**src/hw/rtl/lwbc_pkg.sv**
```systemverilog
package lwbc_pkg;

  localparam int unsigned Slots = 16;
  localparam int unsigned SlotBits = 4;
  localparam int unsigned BlockBits = 40;
  localparam int unsigned SectorBits = 52;
  localparam int unsigned SpbBits = 13;
  localparam int unsigned StampBits = 64;

  localparam logic [1:0] CmdRead = 2'd0;
  localparam logic [1:0] CmdWrite = 2'd1;
  localparam logic [1:0] CmdFlush = 2'd2;
  localparam logic [1:0] CmdUnused = 2'd3;

  localparam logic [1:0] KindWriteback = 2'd0;
  localparam logic [1:0] KindFetch = 2'd1;
  localparam logic [1:0] KindDone = 2'd2;

  localparam logic [SpbBits-1:0] SpbReset = 13'd8;

  typedef struct packed {
    logic [1:0]           command;
    logic [BlockBits-1:0] block_number;
    logic                 device_ok;
  } req_t;

  typedef struct packed {
    logic [1:0]            kind;
    logic [SlotBits-1:0]   slot;
    logic [SectorBits-1:0] device_sector;
    logic                  hit;
    logic                  status;
    logic                  last;
  } rsp_t;

  // One slot's metadata, as stored in the slot memory. Valid bits are kept
  // in flops beside the memory.
  typedef struct packed {
    logic                 dirty;
    logic [BlockBits-1:0] tag;
    logic [StampBits-1:0] stamp;
  } meta_t;

  // Request from the controller to the sector multiplier.
  typedef struct packed {
    logic                 start;
    logic [BlockBits-1:0] block;
  } mul_req_t;

endpackage

```
**src/hw/rtl/lwbc_sector_mul.sv**
```systemverilog
module lwbc_sector_mul (
  input  logic                                clk_i,
  input  logic                                rst_ni,
  input  lwbc_pkg::mul_req_t                  req_i,
  input  logic [lwbc_pkg::SpbBits-1:0]        spb_i,
  output logic                                done_o,
  output logic [lwbc_pkg::SectorBits-1:0]     sector_o
);
  import lwbc_pkg::*;

  // Two partial products of 20x13 and 20x13 bits, registered and then summed.
  logic [32:0] lo_q, hi_q;
  logic        p1_q, done_q;
  logic [SectorBits-1:0] sector_q;
  logic [SectorBits-1:0] sum_d;

  // Done stays high, and the sector stays put, until the next start.
  always_ff @(posedge clk_i or negedge rst_ni) begin
    if (!rst_ni) begin
      p1_q <= 1'b0;
      done_q <= 1'b0;
    end else begin
      p1_q <= req_i.start;
      if (req_i.start) begin
        done_q <= 1'b0;
      end else if (p1_q) begin
        done_q <= 1'b1;
      end
    end
  end

  assign sum_d = SectorBits'({19'd0, lo_q}) + SectorBits'({hi_q, 20'd0});

  always_ff @(posedge clk_i) begin
    if (req_i.start) begin
      lo_q <= 33'(req_i.block[19:0]) * 33'(spb_i);
      hi_q <= 33'(req_i.block[39:20]) * 33'(spb_i);
    end
    if (p1_q) begin
      sector_q <= sum_d;
    end
  end

  assign done_o = done_q;
  assign sector_o = sector_q;

endmodule

```
**src/hw/rtl/lwbc_ctrl.sv**
```systemverilog
module lwbc_ctrl (
  input  logic                                clk_i,
  input  logic                                rst_ni,
  input  logic                                in_valid,
  output logic                                in_stall,
  input  lwbc_pkg::req_t                      in_data_i,
  output logic                                out_valid,
  input  logic                                out_stall,
  output lwbc_pkg::rsp_t                      out_data_o,
  output lwbc_pkg::mul_req_t                  mul_req_o,
  input  logic                                mul_done_i,
  input  logic [lwbc_pkg::SectorBits-1:0]     mul_sector_i
);
  import lwbc_pkg::*;

  typedef enum logic [10:0] {
    StIdle   = 11'b00000000001,
    StScan   = 11'b00000000010,
    StDecide = 11'b00000000100,
    StMul    = 11'b00000001000,
    StEmit   = 11'b00000010000,
    StWait   = 11'b00000100000,
    StUpdate = 11'b00001000000,
    StNext   = 11'b00010000000,
    StFetchM = 11'b00100000000,
    StDone   = 11'b01000000000,
    StFlushR = 11'b10000000000
  } state_e;

  // Slot metadata memory: one write and one read port, registered read.
  meta_t mem_q [Slots];
  meta_t rd_q;
  logic [SlotBits-1:0] raddr;
  logic                we;
  logic [SlotBits-1:0] waddr;
  meta_t               wdata;

  always_ff @(posedge clk_i) begin
    if (we) begin
      mem_q[waddr] <= wdata;
    end
    rd_q <= mem_q[raddr];
  end

  // Valid bits live in flops so reset clears them at once.
  logic [Slots-1:0] valid_q, valid_d;

  state_e state_q, state_d;
  req_t   req_q, req_d;
  logic [SlotBits-1:0] idx_q, idx_d;     // slot whose data arrives in rd_q
  logic                rdv_q, rdv_d;     // rd_q holds data of idx_q
  logic [SlotBits:0]   scan_q, scan_d;   // next address to read
  logic                hit_q, hit_d, inv_q, inv_d;
  logic [SlotBits-1:0] hslot_q, hslot_d, vslot_q, vslot_d;
  logic [StampBits-1:0] oldest_q, oldest_d;
  logic                vdirty_q, vdirty_d;
  logic [BlockBits-1:0] vtag_q, vtag_d;
  logic [StampBits-1:0] clock_q, clock_d;
  logic                ok_q, ok_d;       // no device access of this request failed
  logic                fetch_q, fetch_d; // current multiply is the fetch
  rsp_t                out_q, out_d;
  logic                ov_q, ov_d;

  logic cur_valid;
  assign cur_valid = valid_q[idx_q];

  assign in_stall = (state_q != StIdle);
  assign out_valid = ov_q;
  assign out_data_o = out_q;

  always_comb begin
    state_d = state_q;
    req_d = req_q;
    rdv_d = 1'b0;
    scan_d = scan_q;
    hit_d = hit_q;
    inv_d = inv_q;
    hslot_d = hslot_q;
    vslot_d = vslot_q;
    oldest_d = oldest_q;
    vdirty_d = vdirty_q;
    vtag_d = vtag_q;
    clock_d = clock_q;
    ok_d = ok_q;
    fetch_d = fetch_q;
    out_d = out_q;
    ov_d = ov_q;
    valid_d = valid_q;
    raddr = scan_q[SlotBits-1:0];
    we = 1'b0;
    waddr = vslot_q;
    wdata = rd_q;
    mul_req_o.start = 1'b0;
    mul_req_o.block = req_q.block_number;
    if (ov_q && !out_stall) ov_d = 1'b0;

    case (state_q)
      StIdle: begin
        // Every sweep starts at slot 0.
        raddr = '0;
        if (in_valid) begin
          req_d = in_data_i;
          ok_d = in_data_i.device_ok;
          hit_d = 1'b0;
          inv_d = 1'b0;
          vslot_d = '0;
          oldest_d = '1;
          scan_d = (SlotBits+1)'(1);
          rdv_d = 1'b1;
          if (in_data_i.command == CmdFlush) begin
            state_d = StFlushR;
          end else if (in_data_i.command == CmdUnused) begin
            ok_d = 1'b0;
            rdv_d = 1'b0;
            state_d = StDone;
          end else begin
            state_d = StScan;
          end
        end
      end
      StScan: begin
        if (rdv_q) begin
          if (cur_valid && rd_q.tag == req_q.block_number && !hit_q) begin
            hit_d = 1'b1;
            hslot_d = idx_q;
          end
          // Slot 0 is the first LRU candidate whatever its stamp.
          if (!cur_valid && !inv_q) begin
            inv_d = 1'b1;
            vslot_d = idx_q;
          end else if (!inv_q && cur_valid &&
                       (idx_q == '0 || rd_q.stamp < oldest_q)) begin
            oldest_d = rd_q.stamp;
            vslot_d = idx_q;
            vdirty_d = rd_q.dirty;
            vtag_d = rd_q.tag;
          end
        end
        if (scan_q == (SlotBits+1)'(Slots)) begin
          if (!rdv_q) state_d = StDecide;
        end else begin
          scan_d = scan_q + (SlotBits+1)'(1);
          rdv_d = 1'b1;
        end
      end
      StDecide: begin
        fetch_d = 1'b0;
        if (!hit_q && !inv_q) begin
          mul_req_o.start = vdirty_q;
          mul_req_o.block = vtag_q;
          valid_d[vslot_q] = 1'b0;
        end
        if (hit_q) begin
          scan_d = {1'b0, hslot_q};
          state_d = StWait;
        end else if (!inv_q && vdirty_q) begin
          state_d = StMul;
        end else if (req_q.command == CmdRead) begin
          state_d = StFetchM;
        end else begin
          scan_d = {1'b0, vslot_q};
          state_d = StWait;
        end
      end
      StFetchM: begin
        mul_req_o.start = 1'b1;
        fetch_d = 1'b1;
        state_d = StMul;
      end
      StMul: begin
        if (mul_done_i && !ov_q) begin
          ov_d = 1'b1;
          out_d = '0;
          out_d.kind = fetch_q ? KindFetch : KindWriteback;
          out_d.slot = vslot_q;
          out_d.device_sector = mul_sector_i;
          state_d = StEmit;
        end
      end
      StEmit: begin
        if (!ov_q || !out_stall) begin
          if (req_q.command == CmdFlush) begin
            state_d = ok_q ? StNext : StDone;
          end else if (!ok_q) begin
            // A failed writeback leaves the victim as it was.
            if (!fetch_q) valid_d[vslot_q] = 1'b1;
            state_d = StDone;
          end else if (!fetch_q && req_q.command == CmdRead) begin
            state_d = StFetchM;
          end else begin
            scan_d = {1'b0, vslot_q};
            state_d = StWait;
          end
        end
      end
      StWait: begin
        // Read the target slot so the dirty bit of a hit is kept.
        if (!rdv_q) rdv_d = 1'b1;
        else state_d = StUpdate;
      end
      StUpdate: begin
        we = 1'b1;
        wdata.tag = req_q.block_number;
        if (hit_q) begin
          waddr = hslot_q;
          wdata.dirty = rd_q.dirty | (req_q.command == CmdWrite);
        end else begin
          wdata.dirty = (req_q.command == CmdWrite);
        end
        wdata.stamp = clock_q + StampBits'(1);
        clock_d = clock_q + StampBits'(1);
        valid_d[hit_q ? hslot_q : vslot_q] = 1'b1;
        ok_d = 1'b1;
        state_d = StDone;
      end
      StFlushR: begin
        if (rdv_q) begin
          if (cur_valid && rd_q.dirty) begin
            mul_req_o.start = 1'b1;
            mul_req_o.block = rd_q.tag;
            vslot_d = idx_q;
            vtag_d = rd_q.tag;
            oldest_d = rd_q.stamp;
            fetch_d = 1'b0;
            state_d = StMul;
          end else if (scan_q == (SlotBits+1)'(Slots) &&
                       idx_q == SlotBits'(Slots-1)) begin
            ok_d = 1'b1;
            state_d = StDone;
          end else begin
            scan_d = scan_q + (SlotBits+1)'(1);
            rdv_d = (scan_q != (SlotBits+1)'(Slots));
          end
        end else if (scan_q != (SlotBits+1)'(Slots)) begin
          rdv_d = 1'b1;
          scan_d = scan_q + (SlotBits+1)'(1);
        end else begin
          ok_d = 1'b1;
          state_d = StDone;
        end
      end
      StNext: begin
        // Clear the dirty bit of the slot just written back and read the
        // following slot in the same cycle.
        we = 1'b1;
        waddr = vslot_q;
        wdata.dirty = 1'b0;
        wdata.tag = vtag_q;
        wdata.stamp = oldest_q;
        raddr = vslot_q + 1'b1;
        ok_d = 1'b1;
        if (vslot_q == SlotBits'(Slots-1)) begin
          state_d = StDone;
        end else begin
          scan_d = {1'b0, vslot_q} + (SlotBits+1)'(2);
          rdv_d = 1'b1;
          state_d = StFlushR;
        end
      end
      StDone: begin
        if (!ov_q) begin
          ov_d = 1'b1;
          out_d = '0;
          out_d.kind = KindDone;
          out_d.last = 1'b1;
          out_d.status = !ok_q;
          if (req_q.command == CmdRead || req_q.command == CmdWrite) begin
            out_d.slot = hit_q ? hslot_q : vslot_q;
            out_d.hit = hit_q && ok_q;
          end
          state_d = StIdle;
        end
      end
      default: state_d = StIdle;
    endcase
    idx_d = raddr;
  end

  always_ff @(posedge clk_i or negedge rst_ni) begin
    if (!rst_ni) begin
      state_q <= StIdle;
      req_q <= '0;
      idx_q <= '0;
      rdv_q <= 1'b0;
      scan_q <= '0;
      hit_q <= 1'b0;
      inv_q <= 1'b0;
      hslot_q <= '0;
      vslot_q <= '0;
      oldest_q <= '0;
      vdirty_q <= 1'b0;
      vtag_q <= '0;
      clock_q <= '0;
      ok_q <= 1'b0;
      fetch_q <= 1'b0;
      out_q <= '0;
      ov_q <= 1'b0;
      valid_q <= '0;
    end else begin
      state_q <= state_d;
      req_q <= req_d;
      idx_q <= idx_d;
      rdv_q <= rdv_d;
      scan_q <= scan_d;
      hit_q <= hit_d;
      inv_q <= inv_d;
      hslot_q <= hslot_d;
      vslot_q <= vslot_d;
      oldest_q <= oldest_d;
      vdirty_q <= vdirty_d;
      vtag_q <= vtag_d;
      clock_q <= clock_d;
      ok_q <= ok_d;
      fetch_q <= fetch_d;
      out_q <= out_d;
      ov_q <= ov_d;
      valid_q <= valid_d;
    end
  end

  assert property (@(posedge clk_i) disable iff (!rst_ni)
    (state_q != StIdle) |-> in_stall)
    else $error("input taken while busy");
  assert property (@(posedge clk_i) disable iff (!rst_ni)
    (ov_q && out_stall) |=> ov_q && $stable(out_q))
    else $error("result lost under stall");
  assert property (@(posedge clk_i) disable iff (!rst_ni)
    (state_q == StUpdate) |=> clock_q == $past(clock_q) + StampBits'(1))
    else $error("use clock not advanced");

endmodule

```
**src/hw/rtl/lru_writeback_block_cache_core.sv**
```systemverilog
// Channel   Direction  Handshake            Payload
// request   in         in_valid/in_stall    lwbc_pkg::req_t
// response  out        out_valid/out_stall  lwbc_pkg::rsp_t
// config    in         cfg_we_i             sectors_per_block (13 bits)
//
// A read or write sweeps the slot memory one entry per cycle, then decides;
// it then rereads the target slot, updates it and raises the completion.
// Each writeback and each fetch adds a sector multiply and its response.
// A flush reads each slot once and adds a writeback for each dirty slot.
// Reset clears valid bits, the use clock and the register (to 8); no sweep.
// A stalled response is held until taken; the controller waits for it only
// where it has a further response to give.
module lru_writeback_block_cache_core (
  input  logic                          clk_i,
  input  logic                          rst_ni,
  input  logic                          in_valid,
  output logic                          in_stall,
  input  lwbc_pkg::req_t                in_data_i,
  output logic                          out_valid,
  input  logic                          out_stall,
  output lwbc_pkg::rsp_t                out_data_o,
  input  logic                          cfg_we_i,
  input  logic [lwbc_pkg::SpbBits-1:0]  cfg_data_i
);
  import lwbc_pkg::*;

  logic [SpbBits-1:0] spb_q;
  mul_req_t mul_req;
  logic mul_done;
  logic [SectorBits-1:0] mul_sector;

  always_ff @(posedge clk_i or negedge rst_ni) begin
    if (!rst_ni) begin
      spb_q <= SpbReset;
    end else if (cfg_we_i) begin
      spb_q <= cfg_data_i;
    end
  end

  lwbc_ctrl u_ctrl (
    .clk_i, .rst_ni, .in_valid, .in_stall, .in_data_i,
    .out_valid, .out_stall, .out_data_o,
    .mul_req_o(mul_req), .mul_done_i(mul_done), .mul_sector_i(mul_sector)
  );

  lwbc_sector_mul u_mul (
    .clk_i, .rst_ni, .req_i(mul_req), .spb_i(spb_q),
    .done_o(mul_done), .sector_o(mul_sector)
  );

endmodule

```
**config.mk**
```make
export PLATFORM = sky130hd
export DESIGN_NAME = lru_writeback_block_cache_core
export DESIGN_NICKNAME = d
export VERILOG_FILES = /design/src/hw/rtl/lwbc_pkg.sv /design/src/hw/rtl/lwbc_sector_mul.sv /design/src/hw/rtl/lwbc_ctrl.sv /design/src/hw/rtl/lru_writeback_block_cache_core.sv
export SDC_FILE = /design/constraint.sdc
export NUM_CORES = 2
export LEC_CHECK = 0
export BUFFER_PORTS_ARGS = -buffer_cell sky130_fd_sc_hd__buf_2
export CORE_UTILIZATION = 25
export CTS_BUF_LIST = sky130_fd_sc_hd__clkbuf_4 sky130_fd_sc_hd__clkbuf_8
export CTS_CLUSTER_SIZE = 14
export DETAILED_ROUTE_END_ITERATION = 10
export SYNTH_ARGS = -nofsm -noshare
export SYNTH_HDL_FRONTEND = slang
export SYNTH_HIERARCHICAL = 1
export SYNTH_SLANG_ARGS = --single-unit
```
**constraint.sdc**
```tcl
create_clock -name clk_i -period 10.7 [get_ports clk_i]
set_input_delay 1.07 -clock clk_i [delete_from_list [all_inputs] [get_ports clk_i]]
set_output_delay 1.07 -clock clk_i [all_outputs]
set_load 0.01 [all_outputs]
```
After elaboration in Yosys (flattened, before gate mapping)
Memory sizes are Yosys's and may differ from the RTL's. A register that Yosys moved wholly into a read port is not among the register bits.
Cells that the tools add are included.
{ "op_classes": {"n_eq_ne": 52, "reduce_logical": 51, "n_bitwise": 6, "n_addsub": 5, "n_mul": 2, "order_cmp": 6, "n_mux": 123} }
{ "op_table": {"columns": ["cell", "count"], "rows": [
  ["64-bit 2-to-1 mux", 6],
  ["105-bit case mux with 2 select lines", 1],
  ["40-bit 2-to-1 mux", 5],
  ["64-bit case mux with 3 select lines", 1],
  ["11-bit 2-to-1 mux", 16],
  ["40-bit case mux with 2 select lines", 2],
  ["41-bit 2-to-1 mux", 3],
  ["61-bit 2-to-1 mux", 2],
  ["61-bit case mux with 2 select lines", 1],
  ["11-bit case mux with 11 select lines", 1],
  ["16-bit 2-to-1 mux", 5],
  ["5-bit 2-to-1 mux", 14],
  ["64-bit by 1-bit adder with 64-bit output (second input constant)", 1],
  ["64-bit < comparator", 1],
  ["33-bit by 52-bit adder with 52-bit output", 1],
  ["16-bit case mux with 3 select lines", 1],
  ["40-bit equality test", 1],
  ["1-bit 2-to-1 mux", 38],
  ["4-bit 2-to-1 mux", 9],
  ["20-bit by 13-bit multiplier with 33-bit output", 1],
  ["20-bit by 13-bit multiplier with 32-bit output", 1],
  ["16-bit bitwise OR", 2],
  ["5-bit case mux with 6 select lines", 1],
  ["9-bit 2-to-1 mux", 3],
  ["other kinds (57)", 128]
]} }
{ "totals": {"output_inout_bits": 63, "mem_count": 1, "ramBits": 1680, "inputBits": 61, "ff_bits": 454, "word_cells": 276} }
{ "mem_list": {"columns": ["memory", "words", "word_bits", "read_ports", "rd_clocked_by_memory_dff", "wr", "line_no", "source"], "rows": [
  ["u_ctrl.mem_q", 16, 105, 1, 1, 1, "lwbc_ctrl.sv:31", "meta_t mem_q [Slots];"]
]} }

Longest topological paths before layout
{ "depth": {"depth_word": 10, "mapped_depth": 33, "ltp_nobuf": 27} }

Hierarchy
The synthesis kept the hierarchy.
{ "modules_own_cells": {"columns": ["mod", "area_per_inst_um2", "cells_per_inst", "n_inst"], "rows": [
  ["lwbc_ctrl", 86679.4, 7400, 1],
  ["lwbc_sector_mul", 21140.3, 2245, 1],
  ["lru_writeback_block_cache_core", 521.8, 27, 1]
]} }

Least setup slack after synthesis
No wires, ideal clock.
{ "synth_path": {"path_kind": "reg2reg", "startpoint": "register u_ctrl.idx_q[1]", "endpoint": "register u_mul.lo_q[32], data pin", "path_slack_ps": 3124, "stages_incl_launch_ff": 31, "arrival_time_ps": 7317, "n_path_buf": 6, "cell_sequence": "dfrtp_1 -> clkbuf_1 -> mux4_2 -> mux2_2 -> o21a_1 -> and3_1 -> clkbuf_1 -> clkbuf_1 -> nor2_1 -> clkbuf_1 -> nand2_1 -> nand2_1 -> clkbuf_1 -> nand2_1 -> fa_1 -> inv_1 -> fa_1 -> fa_1 -> fa_1 -> inv_1 -> fa_1 -> inv_1 -> ha_1 -> buf_2 -> a21o_1 -> o21bai_1 -> a221oi_1 -> o21ai_1 -> a311oi_2 -> o21ai_1 -> xnor2_1"} }
{ "synth_rtl": {"columns": ["item", "line_no", "source"], "rows": [
  ["start: declaration", "lwbc_ctrl.sv:50", "logic [SlotBits-1:0] idx_q, idx_d;"],
  ["start signal: assignment", "lwbc_ctrl.sv:302", "idx_q <= idx_d;"],
  ["end signal: assignment", "lwbc_sector_mul.sv:36", "lo_q <= 33'(req_i.block[19:0]) * 33'(spb_i);"],
  ["end: declaration", "lwbc_sector_mul.sv:12", "logic [32:0] lo_q, hi_q;"]
]} }

==> flow_summary.ini <==
[outcome]
status = finished clean

[run]
cap_violations = 0

[place]
gp_congestion = 0.8308
place_area_um2 = 115500
portBuffers = 123
hpwl_um = 166600
dp_cells = 15060

[routing]
first_pass_iters = 6
wirelength_um = 305200
drc = 0
vias = 74090
vias_per_cell = 4.704
wl_per_cell_um = 19.38
antenna_left = 0
drtIter0Drc = 6831

[worst_setup_path]
max_stage_delay_ps = 700
path_common_cell = fa_1
cp_data_required_time_ps = 11430
crit_path_end_kind = register
r2r_end = u_mul/lo_q[30]$_DFFE_PP_
r2r_slack_ps = 1880
arrival_ps = 9550
worstReg2RegStart = u_ctrl/state_q[1]$_DFFE_PN0P_
cp-start-kind = register
critPathSlowestCell = nand4_1
worstSetupPathType = register to register
reg2reg_depth = 26
worstPathMaxFanout = 42
cp_num_buf_inv = 5
critPathTopFamily = simple AND/OR/NAND/NOR gates

[layout]
drive_gt1_share_pct = 10.41
layout.nets = 10410
utilization_pct = 28.58
area_growth_pct = 13.75
nFillCells = 44200
design_area_um2 = 123200
layoutNonFillerInstCount = 15750

[logic_synthesis]
synth_top_flop_cell = edfxtp_1
synth_cells = 9672
syn_nets = 10370
ys_seq_area_share_pct = 59.51
syn_avg_cell_area_um2 = 11.20
synth_area_um2 = 108300
ys_ff_latch = 2238
synth-edff-count = 1797
async_flop_share_pct = 15.01
ys.warnings.count = 6
yosysUniqueCellTypes = 90

[cts]
clock_latency_ps = 1090
cts_htree_levels = 5
ctsResizeCount = 0
cts_made_buffers = 365
clockBufferDepth = 4
tritoncts = yes
cts_root_buf = clkbuf_8
clk_pin_slew_ps = 60
cts_sinks = 2238

[global_routing]
grt.total_usage_pct = 13.62
grt_pass1_wl_um = 461800
grt_use_met1_pct = 18.49
gr-total-overflow = 0
antenna_found_initial = 12
grtUsageMet2_pct = 22.36
grt_util_met3_pct = 2.079
grt_max_degree = 187
grt_pass1_vias = 73230
grt.busiest_layer = met2

[timing]
finalSetupTns_ps = 0
tightest_slew_ps = 1334
drv_slew = 0
final-hold-violation-count = 0
skew_ps = 130.9
finalSetupViolCount = 0
rsz0062_at_grt = no
fin_crit_sh_pct = 82.41
fmax_mhz = 113.4
slew_headroom_pct = 11.07
finalCriticalPeriod_ps = 8818

[floorplanning]
core-area_um2 = 431200
die_area_um2 = 436000
die_w_um = 660.3
die_y_um = 660.3
rows = 241
io_pins = 124
start_util_pct = 25.13

[min_path]
min_to = u_ctrl/req_q[38]$_DFFE_PN0P_
hp-start = in_data_i[38]
whs_path_depth = 3
hold_path.class = input port to register
[flip-flops by register name, indices dropped and copies added (netlist names), 4 cells and up]
name / cells
spb_q: 13
u_ctrl/clock_q: 64
u_ctrl/hslot_q: 4
u_ctrl/idx_q: 4
u_ctrl/mem_q: 1680
u_ctrl/oldest_q: 64
u_ctrl/out_data_o: 60
u_ctrl/rd_q: 105
u_ctrl/req_q: 42
u_ctrl/scan_q: 5
u_ctrl/state_q: 11
u_ctrl/valid_q: 16
u_ctrl/vslot_q: 4
u_ctrl/vtag_q: 40
u_mul/hi_q: 32
u_mul/lo_q: 33
u_mul/sector_o: 52
[worst reg2reg max path: cells and delay by family, from the launching register on]
| family | cells | cell delay, ps |
|---|---|---|
| AND/OR/NAND/NOR | 8 | 2940 |
| adder cells (fa/ha/maj) | 6 | 2910 |
| AO/OA/AOI/OAI | 6 | 1330 |
| buffers and inverters | 5 | 670 |
| flip-flops | 1 | 470 |
| XOR/XNOR | 1 | 140 |
[through the flow]
step                      hold WS, ps  setup slack, ps
after floorplan                 400.3             3124
after global placement          401.8             2233
after detailed placement        405.2             2094
after CTS                       101.9             2005
after global routing            184.0             1301
final                           216.0             1882
[worst max-delay path by stage]
stage                                        startpoint                       end  cells after the start
final                     u_ctrl/state_q[1]$_DFFE_PN0P_  u_mul/lo_q[30]$_DFFE_PP_                     26
after global placement    u_ctrl/state_q[1]$_DFFE_PN0P_  u_mul/hi_q[28]$_DFFE_PP_                     25
after detailed placement  u_ctrl/state_q[1]$_DFFE_PN0P_  u_mul/lo_q[32]$_DFFE_PP_                     26
after global routing      u_ctrl/state_q[1]$_DFFE_PN0P_  u_mul/lo_q[30]$_DFFE_PP_                     26
after floorplan               u_ctrl/idx_q[1]$_DFF_PN0_  u_mul/lo_q[32]$_DFFE_PP_                     30
after CTS                 u_ctrl/state_q[1]$_DFFE_PN0P_  u_mul/lo_q[32]$_DFFE_PP_                     26
[metal layers]
metal  wire length (um)  share of wire (%)  vias up
met3              20680                6.8      509
li1                   -                  -    33640
met5                 37              0.012        -
met1             132600                 43    37220
met2             143700                 47     2714
met4               8217                2.7        6
[logic make-up (layout without fill, tap and decap cells)]
family	Yosys count	after routing	share of synthesized area, %
AO/OA/AOI/OAI	654	654	4.179
AND/OR/NAND/NOR	4623	4623	19.19
other	0	5	0
buffers and inverters	1202	1564	4.227
flip-flops	2238	2238	59.51
multiplexers	69	69	0.7888
XOR/XNOR	253	253	2.052
adder cells (fa/ha/maj)	633	633	10.05
[placed cells by master, fill, tap and decap left out, types with 18 or more instances in the layout]
cell         n
nand4_1    369
a22oi_1    132
buf_2      122
dfxtp_1    105
clkbuf_8   412
mux2_2      51
a21oi_1    126
clkbuf_4   144
edfxtp_1  1797
nand3_1   1167
inv_1      597
clkinv_2    38
dfrtp_1    333
and2_1     214
clkinv_1    56
o32a_1      64
buf_12      19
nor3_1      34
o21ai_0    117
xnor2_1    152
xor2_1     100
buf_4      135
nor2b_1     18
a21o_1      42
ha_1       237
nor2_4      21
fa_1       396
nor2_1     135
nand2_1   2547
and3_1      18
[cell usage after synthesis (all sizes together) (100+ instances only)]
cell type  instances  area (um2)
a22oi            134        1006
clkbuf           559        2101
a21oi            128       651.9
fa               396        7928
dfrtp            334        8358
edfxtp          1797       53960
and2             216        1351
xor2             100       875.8
dfxtp            105        2102
nand4            371        2342
nand2           2548        9564
o21ai            130       650.6
nor2             156       585.6
xnor2            153        1348
nand3           1167        5841
ha               237        2965
inv              600        2252
[repair_timing]
item	4_1_cts	5_1_grt
setup buffers	0	0
hold buffers	1	0
hold endpoints to repair	37	0
[area by class of cell]
cell class	count	area, um2	area share (%)
multi-input cells	6232	39560	32.10
diodes	5	12.51	0.01015
clock inverters	129	991.0	0.8041
inverters	601	2276	1.847
repair buffers	278	2029	1.647
well taps	5710	7144	5.797
clock buffers	556	6751	5.478
flip-flops and latches	2238	64480	52.32
Power is not shown: default switching activity piles up to over one toggle a cycle in this logic, so the estimate is an artifact.
